[config.mk]
export PLATFORM = sky130hd
export DESIGN_NAME = svgpn_fifo
export DESIGN_NICKNAME = d
export VERILOG_FILES = /design/src/hdl/svgpn_pkg.sv /design/src/hdl/svgpn_fifo.sv
export SDC_FILE = /design/constraint.sdc
export NUM_CORES = 1
export LEC_CHECK = 0
export BUFFER_PORTS_ARGS = -buffer_cell sky130_fd_sc_hd__buf_2
export CORE_ASPECT_RATIO = 0.7
export CORE_MARGIN = 10
export CORE_UTILIZATION = 50
export CTS_BUF_LIST = sky130_fd_sc_hd__clkbuf_8
export DETAILED_ROUTE_END_ITERATION = 8
export GPL_ROUTABILITY_DRIVEN = 0
export PLACE_DENSITY = 0.73
export SYNTH_ARGS = -nofsm -noshare
export SYNTH_HDL_FRONTEND = slang
export SYNTH_SLANG_ARGS = --single-unit
[constraint.sdc]
create_clock -name aclk -period 5.2 [get_ports aclk]
set_input_delay 0.52 -clock aclk [delete_from_list [all_inputs] [get_ports aclk]]
set_output_delay 0.52 -clock aclk [all_outputs]
set_load 0.02 [all_outputs]
[src/hdl/svgpn_pkg.sv]
`default_nettype none
// ----------------------------------------------------------------------------
// svgpn_pkg
// Shared types, codes and helpers of the path segment normalizer.
// ----------------------------------------------------------------------------
package svgpn_pkg;

    typedef enum logic [3:0] {
        ACT_CLOSE   = 4'd0,
        ACT_MOVE    = 4'd1,
        ACT_LINE    = 4'd2,
        ACT_CUBIC   = 4'd3,
        ACT_QUAD    = 4'd4,
        ACT_HLINE   = 4'd5,
        ACT_VLINE   = 4'd6,
        ACT_SCUBIC  = 4'd7,
        ACT_SQUAD   = 4'd8,
        ACT_END     = 4'd9,
        ACT_NONE    = 4'd15
    } act_t;

    typedef enum logic [2:0] {
        PRIM_MOVETO   = 3'd0,
        PRIM_LINETO   = 3'd1,
        PRIM_CUBIC    = 3'd2,
        PRIM_CLOSE    = 3'd3,
        PRIM_FINISHED = 3'd4
    } prim_t;

    // How the back end turns a queued record into a result.
    typedef enum logic [2:0] {
        RK_POINT,    // scale and offset the target point only
        RK_RAW,      // pass the target point through unscaled
        RK_CAPLINE,  // unscaled target plus the tiny cap length in x
        RK_CUBIC,    // scale all three points
        RK_QUAD,     // convert start, control, end to a cubic, then scale
        RK_FIN       // path finished marker
    } rec_kind_t;

    typedef enum logic [2:0] {
        CFG_ZOOM         = 3'd0,
        CFG_OFFSET_X     = 3'd1,
        CFG_OFFSET_Y     = 3'd2,
        CFG_LINE_CAPS_ON = 3'd3,
        CFG_STROKE_WIDTH = 3'd4
    } cfg_index_t;

    typedef enum logic [3:0] {
        B_IDLE,
        B_DSET,
        B_DIV,
        B_MUL,
        B_ACC,
        B_CAP_MUL,
        B_CAP_Q,
        B_CAP_FIX,
        B_OUT
    } back_state_t;

    localparam int FL_STARTED = 0;
    localparam int FL_INVALID = 1;
    localparam int FL_LENGTH  = 2;
    localparam int FL_NONMOVE = 3;

    typedef struct packed {
        prim_t               prim;
        rec_kind_t           kind;
        logic                inv;
        logic                last;
        logic signed [31:0]  ax;
        logic signed [31:0]  ay;
        logic signed [31:0]  bx;
        logic signed [31:0]  by;
        logic signed [31:0]  ex;
        logic signed [31:0]  ey;
    } rec_t;

    localparam logic signed [39:0] SAT_MAX = 40'sh007FFFFFFF;
    localparam logic signed [39:0] SAT_MIN = 40'shFF80000000;

    function automatic logic signed [31:0] sat32(input logic signed [39:0] v);
        logic signed [31:0] r;
        if (v > SAT_MAX) begin
            r = 32'sh7FFFFFFF;
        end else if (v < SAT_MIN) begin
            r = 32'sh80000000;
        end else begin
            r = v[31:0];
        end
        return r;
    endfunction

endpackage
`default_nettype wire

[src/hdl/svgpn_fifo.sv]
`default_nettype none
// ----------------------------------------------------------------------------
// svgpn_fifo
// Four-entry record queue between the command front end and the back end.
// ----------------------------------------------------------------------------
module svgpn_fifo (
    input  wire logic          aclk,
    input  wire logic          aresetn,
    input  wire logic          push,
    input  svgpn_pkg::rec_t    wdata,
    output logic               full,
    input  wire logic          pop,
    output svgpn_pkg::rec_t    rdata,
    output logic               empty
);
    import svgpn_pkg::*;

    localparam int DEPTH = 4;

    rec_t       mem_reg [DEPTH];
    logic [1:0] wr_ptr_reg, rd_ptr_reg;
    logic [2:0] cnt_reg;

    assign full  = (cnt_reg == 3'(DEPTH));
    assign empty = (cnt_reg == 3'd0);
    assign rdata = mem_reg[rd_ptr_reg];

    always_ff @(posedge aclk) begin
        if (push) begin
            mem_reg[wr_ptr_reg] <= wdata;
        end
    end

    always_ff @(posedge aclk) begin
        if (!aresetn) begin
            wr_ptr_reg <= 2'd0;
            rd_ptr_reg <= 2'd0;
            cnt_reg    <= 3'd0;
        end else begin
            if (push) begin
                wr_ptr_reg <= wr_ptr_reg + 2'd1;
            end
            if (pop) begin
                rd_ptr_reg <= rd_ptr_reg + 2'd1;
            end
            if (push && !pop) begin
                cnt_reg <= cnt_reg + 3'd1;
            end else if (pop && !push) begin
                cnt_reg <= cnt_reg - 3'd1;
            end
        end
    end

endmodule
`default_nettype wire

# [After elaboration in Yosys (flattened, before gate mapping)]
# Memories as Yosys holds them, arrays and structs flattened. A register that Yosys moved wholly into a read port is not among the register bits.
# Cells that the tools add are included.
[totals] register_bits=7 mem_bits_rw=800 out_inout_bits=202 wordCells=21 memories=1
[classes] addsub=4 n_eq_ne=1 mux=6 n_reduce_logical=6
[mem_list] name="mem_reg" depth=4 word_bits=200 rd=1 rd_ports_with_merged_regs=1 write_ports=1 line_no="svgpn_fifo.sv:20" source="rec_t mem_reg [DEPTH];"
[op_table] cell="$mux W3" count=2
[op_table] cell="$add A2 B1 Y2 const B" count=2
[op_table] cell="$mux W2" count=2
[op_table] cell="$add A3 B1 Y3 const B" count=1
[op_table] cell="$eq A3 B3 Y1 const B" count=1
[op_table] cell="$logic_not A3 Y1" count=1
[op_table] cell="$sub A3 B1 Y3 const B" count=1
[op_table] cell="$logic_and A1 B1 Y1" count=2
[op_table] cell="$logic_not A1 Y1" count=2
[op_table] cell="$mux W1" count=2
[op_table] cell="$reduce_bool A2 Y1" count=1

# [Logic depth before layout (Yosys ltp)]
[logic_depth] depth_word=4 ltp_mapped=7 ltp_nobuf=7

# [Least setup slack after synthesis]
# OpenSTA, ideal clock, no wires.
[synth_path] kind="register to register" startpoint="register wr_ptr_reg[0]" endpoint="memory mem_reg[0][0] (netlist bit), enable pin" arrival_ns=5.090 required_time_ns=4.616 path_slack_ns=-0.474 path_stages_with_launch=4 n_path_buf=0 path_cell_list="dfxtp_1 -> inv_1 -> ha_1 -> and2_1"
[synth_rtl] item="start, declared" line_no="svgpn_fifo.sv:21" source="logic [1:0] wr_ptr_reg, rd_ptr_reg;"
[synth_rtl] item="start signal, assigned" line_no="svgpn_fifo.sv:41" source="wr_ptr_reg <= wr_ptr_reg + 2'd1;"
[synth_rtl] item="end, declared" line_no="svgpn_fifo.sv:20"
# No word-level cell before the write port.

==> qor.yml <==
status:
  status: "completed"
synth:
  yosysWarnings: 0
  syn-num-nets: 1297
  ys_seq_area_frac: 0.8253
  ys_types: 20
  syn_avg_cell_area_sq_um: 26.98
  netlist_area_sq_mm: 0.02933
  syn_inst: 1087
  ys_seq_elements: 809
timing:
  timing.final.crit_period_ns: 3.475
  rsz0062_at_grt: "false"
  hold_viol: 0
  fin_crit_sh: 0.6683
  max_freq_ghz: 0.2878
  worstMarginPinSlew_ns: 0.9640
  finClkSkew_ns: 0.03785
  setup_viol: 0
  drv_slew: 0
  tns_ns: 0
  maxSlewHeadroom: 0.3574
power:
  p_sw_frac: 0.2425
  p_switching_uw: 3330
  clockPowerShare: 0.326
  ir_drop_mv: 0.3034
  power.leakage_uw: 0.01245
  p_int_uw: 10400
  p_per_area_mw_per_mm2: 378.1
  p_comb_frac: 0.122
  p_seq_frac: 0.552
global_route:
  grt.total_usage: 0.1748
  grt_pass1_wl_um: 92160
  grt_max_degree: 123
  antenna_found_initial: 5
  overflow: 0
  first_global_vias: 15019
drt:
  vias_per_cell: 5.266
  dr_total_vias: 13896
  drc_errors: 0
  drtIter0Drc: 1013
  routed_wl_um: 60170
  drt.antenna.violating_nets: 0
  drt_pass1_iterations: 4
  wl_per_cell_um: 22.80
die:
  die_width_um: 309.5
  core.rowCount: 74
  ios: 406
  die_h_um: 222.6
  design.core.area_sq_mm: 0.05824
  initial_core_util: 0.5036
  dieArea_sq_mm: 0.06890
layout:
  final_nets: 1989
  n_fill_cell: 3839
  drive_gt1_frac: 0.4067
  area_growth_pct: 23.82
  largest_reg_flops: 800
  fin_cells: 2639
critical_path:
  crit_type: "flop to output port"
  reg2regPathDepth: 4
  cp_max_fo: 35
  r2r_start: "wr_ptr_reg[0]$_SDFFE_PN0P_"
  cp-start-kind: "flop"
  regToRegSetupSlack_ns: 2.82
  timing.rr.end: "mem_reg[2][189]$_DFFE_PP_"
  critPathRequiredTime_ns: 4.68
  arrival_ns: 2.96
  end_kind: "output port"
cts:
  cts_made_buffers: 114
  h-tree-depth: 3
  post_cts_buffers: 0
  cts_root_buf: "clkbuf_8"
  clk_latency_ns: 0.70
  path_clk_slew_ns: 0.06
  cts_tree: "done"
  cts.path.max_buffers: 3
  numClockSinks: 809
worst_hold_path:
  hp-start: "wdata[109]"
  hp-class: "input port to flop"
  hold_depth: 1
  hold-path-endpoint: "mem_reg[0][109]$_DFFE_PP_"
place:
  portBuffers: 405
  dp.cells: 2224
  dp_hpwl_um: 35140
job:
  max_cap_viol_count: 0
synth_stat cells:
master    instances  area, sq um
clkbuf_1          2        7.510
a21boi_0          1        7.510
mux2i_1           2        20.02
nor3_1            1        5.000
mux4_2          200         4504
o21ai_0           1        5.000
nand2_1           1        3.750
nor2b_1           2        12.51
ha_1              5        62.56
edfxtp_1        800        24020
dfxtp_1           9        180.2
fa_1              1        20.02
or3_1             1        6.260
nor3b_1           1        7.510
inv_1             4        15.01
and2_1            9        56.30
buf_6            22        247.7
xor2_1            3        26.28
buf_2            20        100.1
xnor2_1           2        17.52
metrics by stage:
step	instance area, sq um	util	setup WS (ns)	hold WS, ns	power, uW
CTS	36310	0.6234	1.537	0.001030	13900
global placement	32210	0.5531	2.344	0.4918	9251
detailed placement	32210	0.5531	2.325	0.5155	9289
finish	36310	0.6235	1.725	0.09200	13730
floorplan	29330	-	1.769	0.4724	8714
global route	36310	0.6235	1.403	0.01998	14320
worst max-delay path, stage by stage, from the launching register on:
cell and delay, ns:
dfxtp_4 0.83, buf_4 0.65, mux4_2 0.60, buf_2 0.19
cells in the final DEF (no fill, tap or decap), drive strengths merged:
cell type    netlist  layout
clkbuf             2     120
or3                1       1
o21ai              1       1
nor3b              1       1
dlygate4sd3        0     199
mux2i              2       2
buf               42     421
ha                 5       5
and2               9       9
clkinv             0      38
xnor2              2       2
edfxtp           800     800
nor3               1       1
clkinvlp           0       1
xor2               3       3
nand2              1       1
bufinv             0       1
fa                 1       1
dfxtp              9       9
a21boi             1       1
mux4             200     200
diode              0       3
nor2b              2       2
inv                4      57
power groups by stage:
stage	combinational (uW)	clock (uW)	sequential (uW)
2_1_floorplan	1010	0	7700
3_3_place_gp	1550	0	7700
3_5_place_dp	1570	0	7720
4_1_cts	1710	4610	7580
5_1_grt	1790	4930	7600
6_report	1670	4480	7580
repair_timing:
item	CTS	global route
gates resized for setup	0	0
hold buffers	199	0
hold endpoints to repair	793	0
final cells by class:
cell class	instances	area [sq um]	area share
Tap cell	760	950.9	0.02619
Inverter	4	15.01	0.0004135
Clock inverter	93	449.2	0.01237
Timing Repair Buffer	620	4264	0.1174
Multi-Input combinational cell	230	4765	0.1312
Clock buffer	120	1652	0.04548
Antenna cell	3	7.507	0.0002067
Sequential cell	809	24210	0.6667
worst max path at each step:
stage                               start                 endpoint
2_1_floorplan  wr_ptr_reg[0]$_SDFFE_PN0P_  mem_reg[2][0]$_DFFE_PP_
3_3_place_gp                         flop               rdata[157]
3_5_place_dp                         flop               rdata[180]
4_1_cts                              flop                rdata[94]
5_1_grt                              flop                rdata[74]
6_report                             flop                rdata[94]
layer usage:
| layer | global-route usage | up-vias | wire length (um) |
|---|---|---|---|
| met4 | 0.04668 | 6 | 1003 |
| met1 | 0.2295 | 7230 | 23790 |
| met3 | 0.05672 | 79 | 5046 |
| met2 | 0.2801 | 445 | 30290 |
| li1 | - | 6136 | - |
| met5 | 0 | - | 41 |
logic make-up (layout without fill, tap and decap cells):
logic type / after synthesis / in the layout / synth area share
compound gates: 2 / 2 / 0.0004266
xor+xnor: 5 / 5 / 0.001493
fa+ha+maj: 6 / 6 / 0.002816
buf+inv: 48 / 837 / 0.01263
flops: 809 / 809 / 0.8253
mux: 202 / 202 / 0.1543
other cells: 0 / 3 / 0
simple gates: 15 / 15 / 0.003114
No activity file was read; power rests on OpenSTA's default activity.
